## config.mk

```make
export PLATFORM = sky130hd
export DESIGN_NAME = rmu_cell
export DESIGN_NICKNAME = d
export VERILOG_FILES = /design/src/hdl/rmu_pkg.sv /design/src/hdl/rmu_cell.sv
export SDC_FILE = /design/constraint.sdc
export NUM_CORES = 1
export LEC_CHECK = 0
export BUFFER_PORTS_ARGS = -buffer_cell sky130_fd_sc_hd__buf_2
export CAP_MARGIN = 5
export CELL_PAD_IN_SITES_DETAIL_PLACEMENT = 0
export CELL_PAD_IN_SITES_GLOBAL_PLACEMENT = 1
export CORE_MARGIN = 2
export CORE_UTILIZATION = 31
export CTS_BUF_LIST = sky130_fd_sc_hd__clkbuf_8
export CTS_CLUSTER_SIZE = 12
export DETAILED_ROUTE_END_ITERATION = 10
export MAX_ROUTING_LAYER = met4
export PLACE_DENSITY_LB_ADDON = 0.1
export SLEW_MARGIN = 20
export SYNTH_ARGS = -nofsm -noshare
export SYNTH_HDL_FRONTEND = slang
export SYNTH_SLANG_ARGS = --single-unit
```

## constraint.sdc

```tcl
create_clock -name clk -period 5 [get_ports clk]
set_clock_uncertainty 0.15 [all_clocks]
set_input_delay 1 -clock clk [delete_from_list [all_inputs] [get_ports clk]]
set_output_delay 1 -clock clk [all_outputs]
set_load 0.01 [all_outputs]
```

## src/hdl/rmu_pkg.sv

```systemverilog
`timescale 1ns / 1ps
// Shared constants and types for the running median unit.
// Depends on nothing; used by every module of the block.
package rmu_pkg;

	// Number of samples the sorted chain can hold.
	localparam int CAPACITY = 64;
	// Width of one stored sample.
	localparam int DATA_WIDTH = 32;
	// Widths of the external sample and result fields.
	localparam int SAMPLE_WIDTH = 32;
	localparam int COUNT_PORT_WIDTH = 7;

	// A count runs from zero up to CAPACITY; an index stays below it.
	localparam int CNT_W = $clog2(CAPACITY + 1);
	localparam int IDX_W = $clog2(CAPACITY);

	typedef logic signed [DATA_WIDTH-1:0] data_t;
	typedef logic [CNT_W-1:0] count_t;
	typedef logic [IDX_W-1:0] index_t;

	// Per-stage control that the top level hands to each storage stage.
	typedef struct packed {
		logic ins;    // an insertion takes place in this cycle
		logic occ;    // this stage holds a sample of the current sequence
		logic at_end; // this stage is the first free place
	} stage_ctl_t;

endpackage

```

## src/hdl/rmu_cell.sv

```systemverilog
`timescale 1ns / 1ps
// One stage of the sorted insertion chain: holds one sample.
// Depends on rmu_pkg for the data type and the control struct.
module rmu_cell (
	input  logic                clk,
	input  rmu_pkg::stage_ctl_t ctl,
	input  rmu_pkg::data_t      new_val,
	input  rmu_pkg::data_t      prev_val,
	input  logic                prev_gt,
	output rmu_pkg::data_t      val,
	output logic                gt
);

	rmu_pkg::data_t val_q;

	// This stage holds a sample greater than the incoming one.
	assign gt = ctl.occ && (val_q > new_val);
	assign val = val_q;

	// Shift the lower neighbor up, or take the new sample at its sorted place.
	always_ff @(posedge clk) begin
		if (ctl.ins) begin
			if (prev_gt) begin
				val_q <= prev_val;
			end else if (gt || ctl.at_end) begin
				val_q <= new_val;
			end
		end
	end

endmodule

```

==> flow_metrics.tcl, run 1 <==
set metrics [dict create \
    status "finished, final reports clean" \
    synth_fp_nets 323 \
    startpoint_type "primary input" \
    place_inst 398 \
    fin_nets 426 \
    maxSlewHeadroom 0.6116 \
    start_util 0.3155 \
    worstPathRequired_ns 3.85 \
    critPathMaxStageDelay_ns 0.54 \
    largest_reg_flops 32 \
    path_clk_slew_ns 0.07 \
    dieArea_sq_um 7476 \
    path_cells "buf_2 -> inv_1 -> ha_1 -> nand4_1 -> nor2_1 -> a221o_1 -> o31a_1 -> or4b_4 -> nand2_1 -> buf_2" \
    grt_pass1_wl_microns 8010 \
    cpMostUsedCell "buf_2" \
    crit_slowest_cell "or4b_4" \
    syn_avg_cell_area_sq_um 9.497 \
    cts_buffers 5 \
    instances_no_fill 406 \
    clk_latency_ns 0.29 \
    fmax_mhz 235.8 \
    final_common_cell "buf_2" \
    design_area_sq_um 2810 \
    wl_met3_microns 423 \
    ctsLongestPathBuffers 2 \
    end_kind "primary output" \
    top_layer "met4" \
    p_per_area_nw_per_um2 244.4 \
    hold_class "in2reg" \
    r2r-end "val[16]" \
    ys_seq_elements 32 \
    whs_endpoint "val[25]" \
    fin_tns_setup_ns 0 \
    wirelength_microns 5136 \
    cts_resized 0 \
    route.detailed.wl_per_inst_microns 12.65 \
    htree_levels 2 \
    ant_nets 0 \
    drt_iter0_markers 57 \
    hold_viol_final 0 \
    cts.sinks 32 \
    wl_met1_microns 2441 \
    grt_start_max_net_pins 65 \
    maxCapViolCount 0 \
    nFillCells 733 \
    cts_setup_buffers 0 \
    diodes 0 \
    netlist_instances 222 \
    syn_area_sq_um 2108 \
    leakage_nw 1.407 \
    dp_hpwl_microns 3995 \
    fin_crit_sh 0.8482 \
    hold_path.startpoint "prev_val[25]" \
    synth_seq_area_share 0.4558 \
    drc 0 \
    worstReg2RegStart "val[5]" \
    root_buffer "clkbuf_8" \
    gp_congestion 0.6959 \
    io_buffers 101 \
    postCtsHoldBufs 0 \
    die_h_microns 86.47 \
    min_path_cells 3 \
    r2r_cells 8 \
    crit_type "in2out" \
    ys_warn_count 0 \
    first_global_vias 1809 \
    viasPerCell 4.638 \
    rsz0062_at_grt "no" \
    vias 1883 \
    layout_common_cells "buf_2, nand2_1, inv_1, o21ai_0" \
    wl_met2_microns 2209 \
    grt_overflow 0 \
    cpLargestDelayFamily "simple AND/OR/NAND/NOR gates" \
    r2r_slack_ns 1.64 \
    max_slew.worst_pin.slew_ns 0.5826 \
    ys_types 25 \
    maxSlewViolCount 0 \
    drive_gt1_frac 0.3436 \
    dr.pass1.iters 4 \
    io_pins 102 \
    fin_crit_ns 4.241 \
    grtUsageTotal 0.1426 \
    setup_viol 0 \
    cp_max_fo 3 \
    rows 30 \
    fp.dieW_microns 86.47 \
    antenna_found_initial 0 \
    vdd_drop_max_v 0.00009110 \
    cts_tree "yes" \
    cp_num_buf_inv 3 \
    area_growth_pct 33.29 \
    dpl_cell_area_sq_um 2730 \
    coreArea_sq_um 6681 \
    cp.arrival_ns 3.09 \
]
-- worst max-delay path by stage --
stage                      from      to  slack (ns)  cells after the start
floorplan           new_val[14]  val[0]        0.68                      8
global placement    new_val[14]      gt        0.79                     10
detailed placement  new_val[14]      gt        0.77                     10
finish              new_val[14]      gt        0.76                     10
CTS                 new_val[14]      gt        0.76                     10
global route         new_val[7]      gt        0.59                     10
-- routing by layer --
metal | up-vias | global-route usage
li1 | 994 | -
met1 | 818 | 0.1797
met2 | 66 | 0.2196
met3 | 5 | 0.04571
met4 | 0 | 0.04261
met5 | - | -
-- through the flow --
stage	hold WS [ns]	util	total power, mW	setup WS (ns)
after global routing	0.8372	0.4206	0.7336	0.5886
final	0.8400	0.4206	0.6867	0.7589
after CTS	0.8319	0.4206	0.6995	0.7620
after global placement	0.9914	0.4086	0.5031	0.7921
after detailed placement	0.9765	0.4086	0.5041	0.7691
after floorplan	1.037	-	0.4302	0.6752
-- final cells by class --
class / instances / area (sq um) / share of cell area
inverters: 34 / 127.6 / 0.04541
clock inverters: 3 / 11.26 / 0.004007
well taps: 80 / 100.1 / 0.03562
flip-flops and latches: 32 / 960.9 / 0.3419
repair buffers: 103 / 533.0 / 0.1897
clock buffers: 5 / 68.82 / 0.02449
multi-input cells: 149 / 1008 / 0.3589
-- kinds of logic after synthesis --
logic type               Yosys count  share of synthesized area
AND/OR/NAND/NOR                   58                     0.1223
flip-flops                        32                     0.4558
AO/OA/AOI/OAI                     58                     0.1537
multiplexers                       1                   0.005341
buffers and inverters             41                    0.07299
adder cells (fa/ha/maj)           32                     0.1899
-- tightest hold or removal path, cell delays in order --
cell,delay [ns]
buf_2,0.08
nand2_1,0.04
o21ai_0,0.05
-- synth_stat cells --
master / n / area [sq um]
a221o_1: 1 / 10.01
a2111oi_0: 1 / 8.760
a22oi_1: 1 / 7.510
nor4_1: 1 / 6.260
o31a_1: 1 / 8.760
a21o_1: 1 / 7.510
nand3_1: 3 / 15.01
inv_1: 34 / 127.6
a31oi_1: 2 / 12.51
nand2_1: 38 / 142.6
buf_1: 1 / 3.750
a211oi_1: 1 / 7.510
nor3_1: 1 / 5.000
a21oi_1: 12 / 60.06
mux2_2: 1 / 11.26
nor2b_1: 1 / 6.260
o211ai_1: 3 / 22.52
edfxtp_1: 32 / 960.9
or4b_4: 1 / 13.76
ha_1: 32 / 400.4
o21ai_0: 34 / 170.2
clkbuf_1: 6 / 22.52
nand4_1: 8 / 50.05
a21oi_2: 1 / 8.760
nor2_1: 5 / 18.77
-- report_power, final --
part	total (mW)	switching, mW	internal (mW)
Combinational	0.163	0.0888	0.0738
Clock	0.191	0.0986	0.0928
Sequential	0.333	0.0104	0.322
Total	0.687	0.198	0.489
(Power assumes the default switching activity.)
==> run 2: changes to the inputs <==
--- a/config.mk
+++ b/config.mk
@@ -5,12 +5,13 @@
 export SDC_FILE = /design/constraint.sdc
 export NUM_CORES = 1
 export LEC_CHECK = 0
+export ABC_AREA = 1
 export BUFFER_PORTS_ARGS = -buffer_cell sky130_fd_sc_hd__buf_2
 export CAP_MARGIN = 5
 export CELL_PAD_IN_SITES_DETAIL_PLACEMENT = 0
 export CELL_PAD_IN_SITES_GLOBAL_PLACEMENT = 1
 export CORE_MARGIN = 2
-export CORE_UTILIZATION = 31
+export CORE_UTILIZATION = 34
 export CTS_BUF_LIST = sky130_fd_sc_hd__clkbuf_8
 export CTS_CLUSTER_SIZE = 12
 export DETAILED_ROUTE_END_ITERATION = 10
==> constraint.sdc (replaced) <==
create_clock -name clk -period 4 [get_ports clk]
set_clock_uncertainty 0.15 [all_clocks]
set_input_delay 0.8 -clock clk [delete_from_list [all_inputs] [get_ports clk]]
set_output_delay 0.8 -clock clk [all_outputs]
set_load 0.01 [all_outputs]
==> flow_metrics.tcl, run 2 <==
set metrics [dict create \
    status "finished, final reports clean" \
    vdd_drop_max_v 0.0001278 \
    gp_congestion 0.7449 \
    final_core_util 0.4580 \
    postCtsHoldBufs 0 \
    drive_gt1_frac 0.3370 \
    hold_class "in2reg" \
    synth_ff_type "edfxtp_1" \
    dp_hpwl_microns 3959 \
    path_clk_slew_ns 0.07 \
    vias 1981 \
    p_per_area_nw_per_um2 297.5 \
    synth_edf_count 32 \
    end_kind "primary output" \
    cts_resized 0 \
    cts.sinks 32 \
    max_slew.worst_pin.slew_ns 0.5202 \
    fin_nets 459 \
    cp_max_fo 4 \
    maxSlewViolCount 0 \
    synth.largest_area_cell "edfxtp_1" \
    leakage_nw 1.523 \
    dr.pass1.iters 4 \
    layout_common_cells "buf_2, nand2_1, inv_1, o21ai_0" \
    rows 29 \
    cts_buffers 5 \
    grt_pass1_wl_microns 7907 \
    route.detailed.wl_per_inst_microns 11.33 \
    antenna_found_initial 0 \
    area_growth_pct 30.93 \
    drt_iter0_markers 34 \
    root_buffer "clkbuf_8" \
    grtUsageTotal 0.1439 \
    fin_tns_setup_ns 0 \
    hold_viol_final 0 \
    clk_latency_ns 0.28 \
    first_global_vias 1805 \
    syn_area_sq_um 2208 \
    coreArea_sq_um 6314 \
    crit_type "in2out" \
    fp.dieW_microns 84.59 \
    synthArstFlopShare 0 \
    io_pins 102 \
    yosysTopAreaCellShare 0.4351 \
    cts_setup_buffers 0 \
    start_util 0.3498 \
    ys_seq_elements 32 \
    grt_start_max_net_pins 64 \
    startpoint_type "primary input" \
    final_common_cell "buf_2" \
    dieArea_sq_um 7155 \
    fmax_mhz 317.1 \
    ctsLongestPathBuffers 2 \
    io_buffers 101 \
    die_h_microns 84.59 \
    synth_fp_nets 356 \
    cts_tree "yes" \
    cp.arrival_ns 2.20 \
    synthTopCellsByArea "edfxtp_1, ha_1, nand2_1" \
    rsz0062_at_grt "no" \
    viasPerCell 4.544 \
    htree_levels 2 \
    largest_reg_flops 32 \
    yosys-top-cells-count "nand2_1, inv_1, o21ai_0, edfxtp_1, ha_1" \
    synth_seq_area_share 0.4351 \
    r2r_slack_ns 1.37 \
    maxCapViolCount 0 \
    wirelength_microns 4938 \
    worstPathRequired_ns 3.05 \
    ant_nets 0 \
    syn_avg_cell_area_sq_um 8.660 \
    synth.most_common_cell "nand2_1" \
    fin_crit_sh 0.7885 \
    diodes 0 \
    netlist_instances 255 \
    setup_viol 0 \
    ys_warn_count 0 \
    ys_types 23 \
    maxSlewHeadroom 0.6532 \
    grt_overflow 0 \
    fin_crit_ns 3.154 \
    drc 0 \
]
[run 2: path summary, 6_finish.rpt]
check,depth (start not counted),endpoint,start
max,12,gt,new_val[31]
max reg2reg,10,val[2],val[31]
min,3,val[15],prev_val[15]
min reg2reg,4,val[16],val[31]
[run 2: through the flow]
step / setup slack [ns] / power (mW) / instance area, sq um / cells / hold WS [ns]
finish: 0.8462 / 0.8603 / 2892 / 436 / 0.6442
global route: 0.6832 / 0.9210 / 2892 / 436 / 0.6463
CTS: 0.8191 / 0.8781 / 2892 / 436 / 0.6353
detailed placement: 0.8206 / 0.6396 / 2811 / 428 / 0.9322
global placement: 0.8451 / 0.6378 / 2811 / 428 / 0.9275
floorplan: 0.6508 / 0.5485 / 2208 / 255 / 0.8371
[run 2: layout make-up]
cell class	count	area (sq um)
Tap cell	77	96.34
Timing Repair Buffer	103	533.0
Clock inverter	3	11.26
Multi-Input combinational cell	173	1060
Sequential cell	32	960.9
Fill cell	672	3422
Inverter	43	161.4
Clock buffer	5	68.82
[run 2: power breakdown]
group / switching, mW / internal [mW] / total, mW
clock: 0.117 / 0.116 / 0.232
sequential: 0.0133 / 0.403 / 0.416
combinational: 0.117 / 0.0952 / 0.212
total: 0.247 / 0.614 / 0.860
[run 2: critical path, stage by stage]
cell and delay [ns]:
buf_2 0.08, inv_1 0.04, ha_1 0.33, nand2_1 0.09, nor2_2 0.14, nand2_2 0.08, nor3b_2 0.17, nand2_1 0.08
nand3_1 0.08, nand3_2 0.12, inv_1 0.07, buf_2 0.13
[run 2: per-layer routing]
| metal | GRT usage | wire length [microns] | vias to the layer above |
|---|---|---|---|
| met2 | 0.2241 | 2267 | 61 |
| met3 | 0.03736 | 318 | 5 |
| met4 | 0.05195 | 76 | 0 |
| met1 | 0.1809 | 2276 | 864 |
| li1 | - | - | 1051 |
| met5 | - | 0 | - |
[run 2: kinds of logic (layout without fill, tap and decap cells)]
group / count (synthesis) / count (layout) / share of synthesized area
buffers and inverters: 50 / 154 / 0.08839
DFF: 32 / 32 / 0.4351
and+or+nand+nor: 89 / 89 / 0.1671
adders and majority gates: 32 / 32 / 0.1813
AOI/OAI and AO/OA: 51 / 51 / 0.1230
muxes: 1 / 1 / 0.005099
==> run 3: changes to the inputs <==
--- a/config.mk
+++ b/config.mk
@@ -11,7 +11,7 @@
 export CELL_PAD_IN_SITES_DETAIL_PLACEMENT = 0
 export CELL_PAD_IN_SITES_GLOBAL_PLACEMENT = 1
 export CORE_MARGIN = 2
-export CORE_UTILIZATION = 34
+export CORE_UTILIZATION = 31
 export CTS_BUF_LIST = sky130_fd_sc_hd__clkbuf_8
 export CTS_CLUSTER_SIZE = 12
 export DETAILED_ROUTE_END_ITERATION = 10
==> constraint.sdc (replaced) <==
create_clock -name clk -period 2.7 [get_ports clk]
set_clock_uncertainty 0.15 [all_clocks]
set_input_delay 0.54 -clock clk [delete_from_list [all_inputs] [get_ports clk]]
set_output_delay 0.54 -clock clk [all_outputs]
set_load 0.01 [all_outputs]
==> flow_metrics.tcl, run 3 (synthesis gave the netlist of run 2 again) <==
set metrics [dict create \
    grtUsageTotal 0.1396 \
    seqPwrFrac 0.464 \
    diodes 0 \
    dieArea_sq_um 7815 \
    cts_buffers 5 \
    fin_crit_ns 2.613 \
    instances_no_fill 461 \
    fmax_mhz 382.7 \
    dp_hpwl_microns 4101 \
    maxSlewHeadroom 0.7937 \
    vdd_drop_max_v 0.0001629 \
    p_per_area_nw_per_um2 423.2 \
    viasPerCell 4.377 \
    vias 2018 \
    layout_common_cells "buf_2, nand2_1, inv_1, o21ai_0, edfxtp_1" \
    p_sw_frac 0.2944 \
    worstPathRequired_ns 2.01 \
    worstReg2RegStart "val[19]" \
    whs_endpoint "val[29]" \
    die_h_microns 88.40 \
    rows 30 \
    area_growth_pct 43.17 \
    ant_nets 0 \
    drc 0 \
    startpoint_type "register" \
    hold_class "in2reg" \
    end_kind "primary output" \
    final_core_util 0.4628 \
    grt_pass1_wl_microns 8197 \
    maxCapViolCount 0 \
    io_buffers 101 \
    dr.pass1.iters 4 \
    root_buffer "clkbuf_8" \
    cts.sinks 32 \
    fp.dieW_microns 88.40 \
    htree_levels 2 \
    rsz0062_at_grt "yes" \
    fin_nets 465 \
    path_clk_slew_ns 0.07 \
    nFillCells 713 \
    p_int_mw 0.9441 \
    maxSlewViolCount 0 \
    antenna_found_initial 0 \
    crit_type "reg2out" \
    first_global_vias 1799 \
    drt_iter0_markers 46 \
    wirelength_microns 5251 \
    max_slew.worst_pin.slew_ns 0.3094 \
    dpl_cell_area_sq_um 2873 \
    setup_viol 0 \
    pwr-share-comb 0.276 \
    drive_gt1_frac 0.4164 \
    final_common_cell "buf_2" \
    leakage_nw 1.559 \
    pwr-share-clk 0.260 \
    ctsLongestPathBuffers 2 \
    r2r-end "val[26]" \
    clk_latency_ns 0.28 \
    design_area_sq_um 3162 \
    io_pins 102 \
    cp.arrival_ns 1.92 \
    status "finished, final reports clean" \
    coreArea_sq_um 6832 \
    worst_hold_slack_ns 0.3816 \
    switchingPower_mw 0.3940 \
    r2r_slack_ns 0.39 \
    cp_max_fo 3 \
    place_inst 450 \
    route.detailed.wl_per_inst_microns 11.39 \
    fin_tns_setup_ns 0 \
    grt_start_max_net_pins 35 \
    hold_path.startpoint "prev_val[29]" \
    r2r_cells 9 \
    min_path_cells 3 \
    hold_viol_final 0 \
    postCtsHoldBufs 0 \
    start_util 0.3233 \
    gp_congestion 0.8081 \
    largest_reg_flops 32 \
    fin_crit_sh 0.9678 \
    cts_tree "yes" \
    grt_overflow 0 \
]
==> run 3: area by class of cell <==
cell class              instances  area (sq um)  area share
clock inverters                 3         11.26    0.003562
multi-input cells             173          1255      0.3969
flip-flops and latches         32         960.9      0.3039
inverters                      43         161.4     0.05105
clock buffers                   5         68.82     0.02176
well taps                      96         120.1     0.03799
repair buffers                109         584.3      0.1848
==> run 3: metrics by stage <==
stage                     power [mW]  setup slack [ns]
after floorplan               0.8170          0.004620
after global placement        0.9543           0.05663
after detailed placement      0.9554           0.03820
after CTS                      1.309           0.01542
after global routing           1.431          -0.07970
final                          1.338           0.08694
==> run 3: routing by layer <==
| layer | vias up | global-route usage | wire length, microns |
|---|---|---|---|
| met1 | 895 | 0.1791 | 2435 |
| met3 | 5 | 0.03638 | 324 |
| met4 | 0 | 0.04132 | 63 |
| met5 | - | - | 0 |
| li1 | 1061 | - | - |
| met2 | 57 | 0.2174 | 2428 |
==> run 3: worst max path at each step <==
stage / start / end / slack, ns
floorplan: new_val[31] / val[0] / 0.005
global placement: new_val[31] / gt / 0.06
detailed placement: new_val[31] / gt / 0.04
CTS: val[31] / gt / 0.02
global route: val[3] / gt / -0.08
finish: val[19] / gt / 0.09
==> run 3: power groups by stage <==
stage	Clock, mW	Sequential, mW	Combinational, mW
5_1_grt	0.378	0.626	0.428
2_1_floorplan	0	0.644	0.173
3_5_place_dp	0	0.627	0.329
6_report	0.348	0.621	0.369
4_1_cts	0.361	0.616	0.332
3_3_place_gp	0	0.626	0.328
==> run 3: worst max-delay path: stages, from the launching register on <==
cell and delay (ns):
edfxtp_1 0.44, ha_4 0.30, and3_1 0.19, nand2_2 0.06, nor3b_2 0.20, nand2_2 0.07, nand2_1 0.06, nand2_1 0.06
nand3_2 0.11, inv_2 0.04, buf_6 0.11
==> run 3: repair_timing <==
action,in CTS,in global routing
setup buffers,1,2
setup endpoints to repair,1,1
cloned,0,0
pin swaps,2,14
gates resized for setup,0,27
